`config.mk`:
```
export PLATFORM = sky130hd
export DESIGN_NAME = address_region_registry_top
export DESIGN_NICKNAME = d
export VERILOG_FILES = /design/src/arr_pkg.sv /design/src/arr_cell.sv /design/src/arr_ctrl.sv /design/src/address_region_registry_top.sv
export VERILOG_INCLUDE_DIRS = /design/src /design/src/src
export SDC_FILE = /design/constraint.sdc
export NUM_CORES = 2
export LEC_CHECK = 0
export BUFFER_PORTS_ARGS = -buffer_cell sky130_fd_sc_hd__buf_2
export CORE_MARGIN = 2
export CORE_UTILIZATION = 60
export DETAILED_ROUTE_END_ITERATION = 16
export GPL_TIMING_DRIVEN = 1
export HOLD_SLACK_MARGIN = 0.02
export PLACE_DENSITY = 0.77
export SLEW_MARGIN = 20
export SYNTH_ARGS = -nofsm -noshare
export SYNTH_HDL_FRONTEND = slang
export SYNTH_SLANG_ARGS = --single-unit
```
`constraint.sdc`:
```
create_clock -name clk_i -period 93.7 [get_ports clk_i]
set_clock_uncertainty 0.15 [all_clocks]
set_input_delay 14.055 -clock clk_i [delete_from_list [all_inputs] [get_ports clk_i]]
set_output_delay 14.055 -clock clk_i [all_outputs]
set_load 0.01 [all_outputs]
```
`src/address_region_registry_top_macros.svh`:
```
// Assertion macros for the address region registry top level.
// Included by address_region_registry_top; no other dependencies.
`ifndef ADDRESS_REGION_REGISTRY_TOP_MACROS_SVH
`define ADDRESS_REGION_REGISTRY_TOP_MACROS_SVH

// Clocked assertion with an active-low reset disable.
`define ARR_ASSERT(lbl, clk, rst_n, prop, msg) \
  lbl: assert property (@(posedge clk) disable iff (!rst_n) prop) \
    else $error(msg);

// Condition that must hold whenever the block is idle.
`define ARR_ASSERT_IDLE(lbl, clk, rst_n, idle, cond, msg) \
  `ARR_ASSERT(lbl, clk, rst_n, (idle) |-> (cond), msg)

`endif

```
`src/arr_pkg.sv`:
```
// Shared types and constants for the address region registry.
// Used by arr_cell, arr_ctrl and address_region_registry_top.
package arr_pkg;

  localparam int unsigned ENTRIES = 16;
  localparam int unsigned IDX_W   = $clog2(ENTRIES);
  localparam int unsigned CNT_W   = $clog2(ENTRIES + 1);
  localparam int unsigned ADDR_W  = 64;

  typedef enum logic [2:0] {
    ACT_REGISTER   = 3'd0,
    ACT_LOOKUP     = 3'd1,
    ACT_UNREGISTER = 3'd2,
    ACT_RESOLVE    = 3'd3,
    ACT_SNAPSHOT   = 3'd4
  } arr_action_e;

  typedef enum logic [1:0] {
    ST_OK   = 2'd0,
    ST_MISS = 2'd1,
    ST_FULL = 2'd2,
    ST_NULL = 2'd3
  } arr_status_e;

  typedef struct packed {
    logic              valid;
    logic [ADDR_W-1:0] base;
    logic [ADDR_W-1:0] len;
  } arr_entry_t;

  // Ring control from the sequencer: shift strobe and entry fed into the tail cell.
  typedef struct packed {
    logic       shift;
    arr_entry_t tail;
  } arr_ring_t;

endpackage

```
`src/arr_cell.sv`:
```
// One cell of the region ring: holds a single table entry.
// Depends on arr_pkg for the entry type.
module arr_cell (
  input  logic              clk_i,
  input  logic              rst_ni,
  input  logic              shift_i,
  input  arr_pkg::arr_entry_t nb_i,
  output arr_pkg::arr_entry_t entry_o
);
  import arr_pkg::*;

  logic              valid_q, valid_d;
  logic [ADDR_W-1:0] base_q, base_d;
  logic [ADDR_W-1:0] len_q, len_d;

  always_comb begin
    valid_d = valid_q;
    base_d  = base_q;
    len_d   = len_q;
    if (shift_i) begin
      valid_d = nb_i.valid;
      base_d  = nb_i.base;
      len_d   = nb_i.len;
    end
  end

  always_ff @(posedge clk_i or negedge rst_ni) begin
    if (!rst_ni) begin
      valid_q <= 1'b0;
    end else begin
      valid_q <= valid_d;
    end
  end

  always_ff @(posedge clk_i) begin
    base_q <= base_d;
    len_q  <= len_d;
  end

  assign entry_o.valid = valid_q;
  assign entry_o.base  = base_q;
  assign entry_o.len   = len_q;

endmodule

```
`src/arr_ctrl.sv`:
```
// Request sequencer of the region registry: rotates the cell ring once per request, except null or undefined ones.
// Depends on arr_pkg; drives the ring through arr_ring_t.
module arr_ctrl (
  input  logic                      clk_i,
  input  logic                      rst_ni,
  input  logic                      in_valid_i,
  output logic                      in_ready_o,
  input  logic [2:0]                action_i,
  input  logic [arr_pkg::ADDR_W-1:0] address_i,
  input  logic [arr_pkg::ADDR_W-1:0] length_i,
  output logic                      out_valid_o,
  input  logic                      out_ready_i,
  output logic [1:0]                status_o,
  output logic [arr_pkg::ADDR_W-1:0] region_base_o,
  output logic [arr_pkg::ADDR_W-1:0] region_length_o,
  output logic                      last_o,
  input  arr_pkg::arr_entry_t       head_i,
  input  arr_pkg::arr_entry_t       peek_i,
  output arr_pkg::arr_ring_t        ring_o
);
  import arr_pkg::*;

  typedef enum logic [1:0] {
    S_IDLE,
    S_PASS,
    S_FIT,
    S_FIN
  } state_e;

  state_e            state_q, state_d;
  logic [2:0]        act_q, act_d;
  logic [ADDR_W-1:0] addr_q, addr_d;
  logic [ADDR_W-1:0] len_q, len_d;
  logic [IDX_W-1:0]  step_q, step_d;
  logic [CNT_W-1:0]  count_q, count_d;
  arr_entry_t        carry_q, carry_d;
  logic              carry_v_q, carry_v_d;
  logic              ins_q, ins_d;
  logic              hit_q, hit_d;
  logic              del_q, del_d;
  logic [ADDR_W-1:0] res_base_q, res_base_d;
  logic [ADDR_W-1:0] res_len_q, res_len_d;
  logic [ADDR_W-1:0] off_q, off_d;
  logic [ADDR_W-1:0] rem_q, rem_d;
  logic              ok1_q, ok1_d;
  logic              out_valid_q, out_valid_d;
  arr_status_e       o_status_q, o_status_d;
  logic [ADDR_W-1:0] o_base_q, o_base_d;
  logic [ADDR_W-1:0] o_len_q, o_len_d;
  logic              o_last_q, o_last_d;

  logic             en;
  logic             last_step;
  logic             full;
  logic [CNT_W-1:0] step_ext;

  assign en        = !out_valid_q || out_ready_i;
  assign last_step = (step_q == IDX_W'(ENTRIES - 1));
  assign full      = (count_q == CNT_W'(ENTRIES));
  assign step_ext  = CNT_W'(step_q);

  always_comb begin
    state_d     = state_q;
    act_d       = act_q;
    addr_d      = addr_q;
    len_d       = len_q;
    step_d      = step_q;
    count_d     = count_q;
    carry_d     = carry_q;
    carry_v_d   = carry_v_q;
    ins_d       = ins_q;
    hit_d       = hit_q;
    del_d       = del_q;
    res_base_d  = res_base_q;
    res_len_d   = res_len_q;
    off_d       = off_q;
    rem_d       = rem_q;
    ok1_d       = ok1_q;
    out_valid_d = out_valid_q && !out_ready_i;
    o_status_d  = o_status_q;
    o_base_d    = o_base_q;
    o_len_d     = o_len_q;
    o_last_d    = o_last_q;
    ring_o.shift = 1'b0;
    ring_o.tail  = head_i;

    case (state_q)
      S_IDLE: begin
        if (in_valid_i) begin
          act_d     = action_i;
          addr_d    = address_i;
          len_d     = length_i;
          step_d    = '0;
          carry_d.valid = 1'b1;
          carry_d.base  = address_i;
          carry_d.len   = length_i;
          carry_v_d = 1'b1;
          ins_d     = 1'b0;
          hit_d     = 1'b0;
          del_d     = 1'b0;
          // Null or undefined requests skip the ring pass.
          if ((action_i == ACT_REGISTER && (address_i == '0 || length_i == '0)) ||
              (action_i == ACT_UNREGISTER && address_i == '0) ||
              (action_i > ACT_SNAPSHOT)) begin
            state_d = S_FIN;
          end else begin
            state_d = S_PASS;
          end
        end
      end

      S_PASS: begin
        if (en) begin
          ring_o.shift = 1'b1;
          step_d = step_q + IDX_W'(1);
          case (act_q)
            ACT_REGISTER: begin
              if (carry_v_q && !ins_q && head_i.valid && head_i.base == addr_q) begin
                ring_o.tail.len = len_q;
                carry_v_d = 1'b0;
              end else if (carry_v_q && (!head_i.valid || head_i.base > carry_q.base) &&
                           (ins_q || !full)) begin
                // Insert in order, then bubble displaced entries toward the tail.
                ring_o.tail = carry_q;
                carry_d     = head_i;
                carry_v_d   = head_i.valid;
                ins_d       = 1'b1;
              end
            end
            ACT_LOOKUP: begin
              if (head_i.valid && head_i.base == addr_q) begin
                hit_d      = 1'b1;
                res_base_d = head_i.base;
                res_len_d  = head_i.len;
              end
            end
            ACT_UNREGISTER: begin
              // From the match on, pull the following entry forward to close the gap.
              if (del_q || (head_i.valid && head_i.base == addr_q)) begin
                hit_d = 1'b1;
                del_d = 1'b1;
                if (last_step) begin
                  ring_o.tail = '0;
                end else begin
                  ring_o.tail = peek_i;
                end
              end
            end
            ACT_RESOLVE: begin
              // Ascending order: the last entry not above the address wins.
              if (head_i.valid && head_i.base <= addr_q) begin
                hit_d      = 1'b1;
                res_base_d = head_i.base;
                res_len_d  = head_i.len;
                off_d      = addr_q - head_i.base;
              end
            end
            ACT_SNAPSHOT: begin
              if (step_ext < count_q) begin
                out_valid_d = 1'b1;
                o_status_d  = ST_OK;
                o_base_d    = head_i.base;
                o_len_d     = head_i.len;
                o_last_d    = ((step_ext + CNT_W'(1)) == count_q);
              end
            end
            default: begin
            end
          endcase
          if (last_step) begin
            if (act_q == ACT_RESOLVE) begin
              state_d = S_FIT;
            end else if (act_q == ACT_SNAPSHOT && count_q != '0) begin
              state_d = S_IDLE;
            end else begin
              state_d = S_FIN;
            end
          end
        end
      end

      S_FIT: begin
        ok1_d   = (off_q <= res_len_q);
        rem_d   = res_len_q - off_q;
        state_d = S_FIN;
      end

      S_FIN: begin
        if (en) begin
          out_valid_d = 1'b1;
          o_base_d    = '0;
          o_len_d     = '0;
          o_last_d    = 1'b1;
          o_status_d  = ST_MISS;
          case (act_q)
            ACT_REGISTER: begin
              if (addr_q == '0 || len_q == '0) begin
                o_status_d = ST_NULL;
              end else if (carry_v_q && !ins_q) begin
                o_status_d = ST_FULL;
              end else begin
                o_status_d = ST_OK;
                if (ins_q) begin
                  count_d = count_q + CNT_W'(1);
                end
              end
            end
            ACT_LOOKUP: begin
              if (hit_q) begin
                o_status_d = ST_OK;
                o_base_d   = res_base_q;
                o_len_d    = res_len_q;
              end
            end
            ACT_UNREGISTER: begin
              if (addr_q == '0) begin
                o_status_d = ST_NULL;
              end else if (hit_q) begin
                o_status_d = ST_OK;
                count_d    = count_q - CNT_W'(1);
              end
            end
            ACT_RESOLVE: begin
              if (hit_q && ok1_q && len_q <= rem_q) begin
                o_status_d = ST_OK;
                o_base_d   = res_base_q;
                o_len_d    = res_len_q;
              end
            end
            default: begin
            end
          endcase
          state_d = S_IDLE;
        end
      end

      default: begin
        state_d = S_IDLE;
      end
    endcase
  end

  always_ff @(posedge clk_i or negedge rst_ni) begin
    if (!rst_ni) begin
      state_q     <= S_IDLE;
      act_q       <= '0;
      addr_q      <= '0;
      len_q       <= '0;
      step_q      <= '0;
      count_q     <= '0;
      carry_q     <= '0;
      carry_v_q   <= 1'b0;
      ins_q       <= 1'b0;
      hit_q       <= 1'b0;
      del_q       <= 1'b0;
      res_base_q  <= '0;
      res_len_q   <= '0;
      off_q       <= '0;
      rem_q       <= '0;
      ok1_q       <= 1'b0;
      out_valid_q <= 1'b0;
      o_status_q  <= ST_OK;
      o_base_q    <= '0;
      o_len_q     <= '0;
      o_last_q    <= 1'b0;
    end else begin
      state_q     <= state_d;
      act_q       <= act_d;
      addr_q      <= addr_d;
      len_q       <= len_d;
      step_q      <= step_d;
      count_q     <= count_d;
      carry_q     <= carry_d;
      carry_v_q   <= carry_v_d;
      ins_q       <= ins_d;
      hit_q       <= hit_d;
      del_q       <= del_d;
      res_base_q  <= res_base_d;
      res_len_q   <= res_len_d;
      off_q       <= off_d;
      rem_q       <= rem_d;
      ok1_q       <= ok1_d;
      out_valid_q <= out_valid_d;
      o_status_q  <= o_status_d;
      o_base_q    <= o_base_d;
      o_len_q     <= o_len_d;
      o_last_q    <= o_last_d;
    end
  end

  assign in_ready_o      = (state_q == S_IDLE);
  assign out_valid_o     = out_valid_q;
  assign status_o        = o_status_q;
  assign region_base_o   = o_base_q;
  assign region_length_o = o_len_q;
  assign last_o          = o_last_q;

endmodule

```
`src/address_region_registry_top.sv`:
```
// Address region registry top level: ring of arr_cell entries and the arr_ctrl sequencer.
// Depends on arr_pkg, arr_cell, arr_ctrl and the assertion macro header.
//
// Usage: requests enter on in_valid_i/in_ready_o carrying action_i, address_i and
// length_i; results leave on out_valid_o/out_ready_i as status_o, region_base_o,
// region_length_o and last_o, with last_o set on the final result of each request.
// The table is a ring of ENTRIES cells kept in ascending base order with the used
// entries packed from cell 0. Each request rotates the whole ring once, one cell per
// cycle unless the output stalls, while the sequencer compares, inserts, removes or
// lists the entry at the head. Null or undefined requests skip the rotation. Resolve
// checks the span fit in an extra step after the pass. Snapshot posts one result per
// stored entry during the rotation itself; with a non-empty table it posts no separate
// closing result.
// A new request is taken once the previous one has finished, even if its last result
// is still waiting in the output register. A stalled receiver freezes the rotation
// until the pending result is taken. Reset empties the table at once.
`include "address_region_registry_top_macros.svh"

module address_region_registry_top (
  input  logic                       clk_i,
  input  logic                       rst_ni,
  input  logic                       in_valid_i,
  output logic                       in_ready_o,
  input  logic [2:0]                 action_i,
  input  logic [arr_pkg::ADDR_W-1:0] address_i,
  input  logic [arr_pkg::ADDR_W-1:0] length_i,
  output logic                       out_valid_o,
  input  logic                       out_ready_i,
  output logic [1:0]                 status_o,
  output logic [arr_pkg::ADDR_W-1:0] region_base_o,
  output logic [arr_pkg::ADDR_W-1:0] region_length_o,
  output logic                       last_o
);
  import arr_pkg::*;

  arr_entry_t         cell_q [ENTRIES];
  arr_ring_t          ring;
  logic [ENTRIES-1:0] cell_v;
  logic [ENTRIES-1:0] cell_inc;
  logic               packed_ok;
  logic               full_post;

  for (genvar k = 0; k < ENTRIES; k++) begin : g_cell
    arr_entry_t nb;
    if (k == ENTRIES - 1) begin : g_tail
      assign nb = ring.tail;
    end else begin : g_mid
      assign nb = cell_q[k+1];
    end
    arr_cell u_cell (
      .clk_i   (clk_i),
      .rst_ni  (rst_ni),
      .shift_i (ring.shift),
      .nb_i    (nb),
      .entry_o (cell_q[k])
    );
    assign cell_v[k] = cell_q[k].valid;
  end

  arr_ctrl u_ctrl (
    .clk_i           (clk_i),
    .rst_ni          (rst_ni),
    .in_valid_i      (in_valid_i),
    .in_ready_o      (in_ready_o),
    .action_i        (action_i),
    .address_i       (address_i),
    .length_i        (length_i),
    .out_valid_o     (out_valid_o),
    .out_ready_i     (out_ready_i),
    .status_o        (status_o),
    .region_base_o   (region_base_o),
    .region_length_o (region_length_o),
    .last_o          (last_o),
    .head_i          (cell_q[0]),
    .peek_i          (cell_q[1]),
    .ring_o          (ring)
  );

  assign cell_inc  = cell_v + {{(ENTRIES-1){1'b0}}, 1'b1};
  assign packed_ok = ((cell_v & cell_inc) == '0);
  assign full_post = out_valid_o && (status_o == ST_FULL);

  `ARR_ASSERT(a_no_shift_idle, clk_i, rst_ni, ring.shift |-> !in_ready_o, "shift while idle")
  `ARR_ASSERT_IDLE(a_packed_entries, clk_i, rst_ni, in_ready_o, packed_ok, "entries not packed")
  `ARR_ASSERT(a_full_means_full, clk_i, rst_ni, full_post |-> (&cell_v), "full with free cell")

endmodule
```
==> flow_metrics.tcl <==
set metrics [dict create \
    cts_resized 0 \
    fp.dieW_um 419 \
    cp_common_cell "buf_4" \
    worstPathArrival_ps 22380 \
    initial_core_util_pct 60.3 \
    core_area_um2 171000 \
    design_area_um2 116000 \
    slowest_stage "buf_4" \
    placed_cell_area_um2 107000 \
    wl_per_cell_um 25.9 \
    num_rows 152 \
    numCtsBuffers 279 \
    grt-ovfl-total 0 \
    start_kind "input port" \
    yosysSeqAreaShare_pct 76.0 \
    tns_ps 0 \
    htree_levels 5 \
    path_max_fanout 192 \
    area_growth_pct 12.2 \
    crit_chain "buf_2, nand2b_1, nand2_4, inv_8, buf_4, buf_4, buf_12, buf_4, buf_4, buf_4, buf_6, buf_6" \
    io_pins 268 \
    slowest_delay_ps 950 \
    synth_warnings 0 \
    avgSynthCellArea_um2 15.9 \
    rsz0062_at_grt "false" \
    die_area_um2 175000 \
    ys_ff_latch 2728 \
    detailed_place_hpwl_um 154000 \
    synth_fp_nets 6899 \
    largestRegisters "g_cell.u_cell.base_q x1024, g_cell.u_cell.len_q x1024, u_ctrl.carry_q x129" \
    worstSetupPathType "in -> reg" \
    postRouteWirelength_um 242000 \
    ys.flop_type "edfxtp_1" \
    final_core_util_pct 67.6 \
    drv_cap 0 \
    grt_pass1_vias 56400 \
    grt_pass1_wl_um 358000 \
    power.net_switching_mw 1.58 \
    cp-end-kind "register" \
    cpLargestDelayFamily "buffers and inverters" \
    gp_congestion 0.957 \
    swShare_pct 32.8 \
    drive_above_1_share_pct 12.6 \
    p_leak_nw 46.5 \
    ir_drop_mv 0.0459 \
    num_vias 57700 \
    synth_area_um2 103000 \
    grt_max_degree 224 \
    hold_class "reg -> reg" \
    power_frac_comb_pct 24.6 \
    ant_nets 0 \
    critPathBufInv 10 \
    synthCells 6497 \
    p_per_area_nw_per_um2 41.6 \
    grtUsageTotal_pct 27.6 \
    max_freq_ghz 0.0454 \
    final_nets 7223 \
    clock-sinks 2728 \
    viasPerCell 6.17 \
    worst_slew_margin_rel_pct 16.0 \
    cts_tree "done" \
    hold_viol 0 \
    finalSetupViolCount 0 \
    die_h_um 419 \
    drt-pass1-iter-count 12 \
    clk_latency_ps 930 \
    synth_edf_count 2048 \
    p_clk_share_pct 22.6 \
    fin_crit_ps 22010 \
    cts_post_setup_buffers_inserted 0 \
    drt_iter0_markers 6233 \
    synthArstFlopShare_pct 24.9 \
    antenna_found_initial 31 \
    drc 0 \
    maxSlewViolCount 0 \
    cts_buffer_depth 4 \
    fillers 11200 \
    ys_types 85 \
    status "finished clean" \
    p_int_mw 3.24 \
    worst_pin_slew_ps 1260 \
    clkTransAtPathRegs_ps 70 \
    crit_required_ps 94070 \
    placement.io_buffers 267 \
    clockRootBuffer "clkbuf_16" \
    cts_hold_buf 0 \
    post-route-period-util_pct 23.5 \
    power_frac_seq_pct 52.7 \
]
[path summary, 6_finish.rpt]
path                                       startpoint  slack, ps                           to  depth (start not counted)
max                                       out_ready_i      71690  g_cell[7].u_cell.base_q[60]                         12
max reg2reg                         u_ctrl.state_q[0]      84380  g_cell[7].u_cell.base_q[60]                         12
max in group asynchronous                      rst_ni      76920            u_ctrl.addr_q[27]                          5
min in group asynchronous                      rst_ni      12950           u_ctrl.carry_q[59]                          1
min                        g_cell[7].u_cell.len_q[12]        240   g_cell[6].u_cell.len_q[12]                          0
min reg2reg                g_cell[7].u_cell.len_q[12]        240   g_cell[6].u_cell.len_q[12]                          0
[logic make-up (layout without fill, tap and decap cells)]
group / after synthesis / count (layout) / synth area share (%)
compound gates: 1310 / 1310 / 9.28
xor+xnor: 126 / 126 / 1.07
fa+ha+maj: 267 / 267 / 3.26
buf+inv: 595 / 1116 / 2.32
flops: 2728 / 2728 / 76.0
mux: 146 / 146 / 1.96
other cells: 0 / 18 / 0
simple gates: 1325 / 1325 / 6.09
[cell usage after synthesis, drive strengths merged, types with 16 or more instances]
master	count	share of area [%]
buf	72	0.42
clkbuf	217	0.79
nor3	88	0.43
a211oi	18	0.14
inv	306	1.1
mux2i	16	0.16
ha	264	3.2
nand4	69	0.43
nor2b	28	0.17
a221o	258	2.5
mux2	130	1.8
and3	89	0.54
nand2	668	2.4
dfrtp	680	16
o21ai	239	1.2
xor2	45	0.38
nor2	102	0.37
o22ai	133	0.81
nand3	50	0.24
o21a	23	0.17
nor4	78	0.49
a21oi	190	0.92
a22o	66	0.56
nand2b	20	0.12
o21bai	26	0.19
edfxtp	2048	60
a21o	108	0.79
a31oi	21	0.13
a2bb2oi	129	1.1
xnor2	81	0.69
and2	79	0.48
[metrics by stage]
| stage | setup slack, ps | instances | power, mW | hold WS, ps |
|---|---|---|---|---|
| final | 71690 | 9346 | 4.82 | 235 |
| after global routing | 71100 | 9338 | 5.04 | 243 |
| after CTS | 71290 | 9328 | 4.83 | 238 |
| after detailed placement | 70230 | 8850 | 3.70 | 255 |
| after global placement | 70550 | 8850 | 3.64 | 250 |
| after floorplan | 20410 | 6497 | 4.69 | 250 |
[routing by layer]
metal | GRT usage, % | part of all wire [%] | routed length [um] | vias to the layer above
met5 | 0 | 0.053 | 129 | -
met2 | 42.1 | 46 | 112000 | 2491
met3 | 5.34 | 7.0 | 16900 | 717
met4 | 17.2 | 7.0 | 16900 | 20
met1 | 37.0 | 40 | 96600 | 29100
li1 | - | - | - | 25400
[cell type report]
type	instances	area, um^2	share of cell area [%]
Sequential cell	2728	78500	67.8
Multi-Input combinational cell	3174	22500	19.4
Clock buffer	337	7340	6.34
Tap cell	2310	2890	2.49
Timing Repair Buffer	332	1940	1.67
Clock inverter	141	1490	1.29
Inverter	306	1160	0.998
Antenna cell	18	45.0	0.0389
[cell usage in the layout (no fill, tap or decap), types with 67 or more instances in the layout]
cell type,netlist,final
nor4_1,77,75
o21ai_0,231,231
and2_1,79,77
inv_1,306,305
clkbuf_16,0,283
ha_1,264,264
mux2_4,107,107
buf_2,46,266
a21o_1,108,108
nand2_1,668,664
nand4_1,67,67
a2bb2oi_1,129,129
nor2_1,102,98
nor3_1,88,88
and3_1,89,89
edfxtp_1,2048,2048
dfrtp_1,680,680
xnor2_1,81,81
o22ai_1,133,133
a21oi_1,189,189
a221o_1,258,258
[power groups by stage]
stage | Sequential [mW] | Combinational [mW] | Clock (mW)
final | 2.54 | 1.19 | 1.09
after floorplan | 3.86 | 0.824 | 0
after detailed placement | 2.53 | 1.16 | 0
after CTS | 2.55 | 1.17 | 1.11
after global placement | 2.51 | 1.13 | 0
after global routing | 2.60 | 1.30 | 1.15
Note: power is estimated with default switching activity, not from simulation.
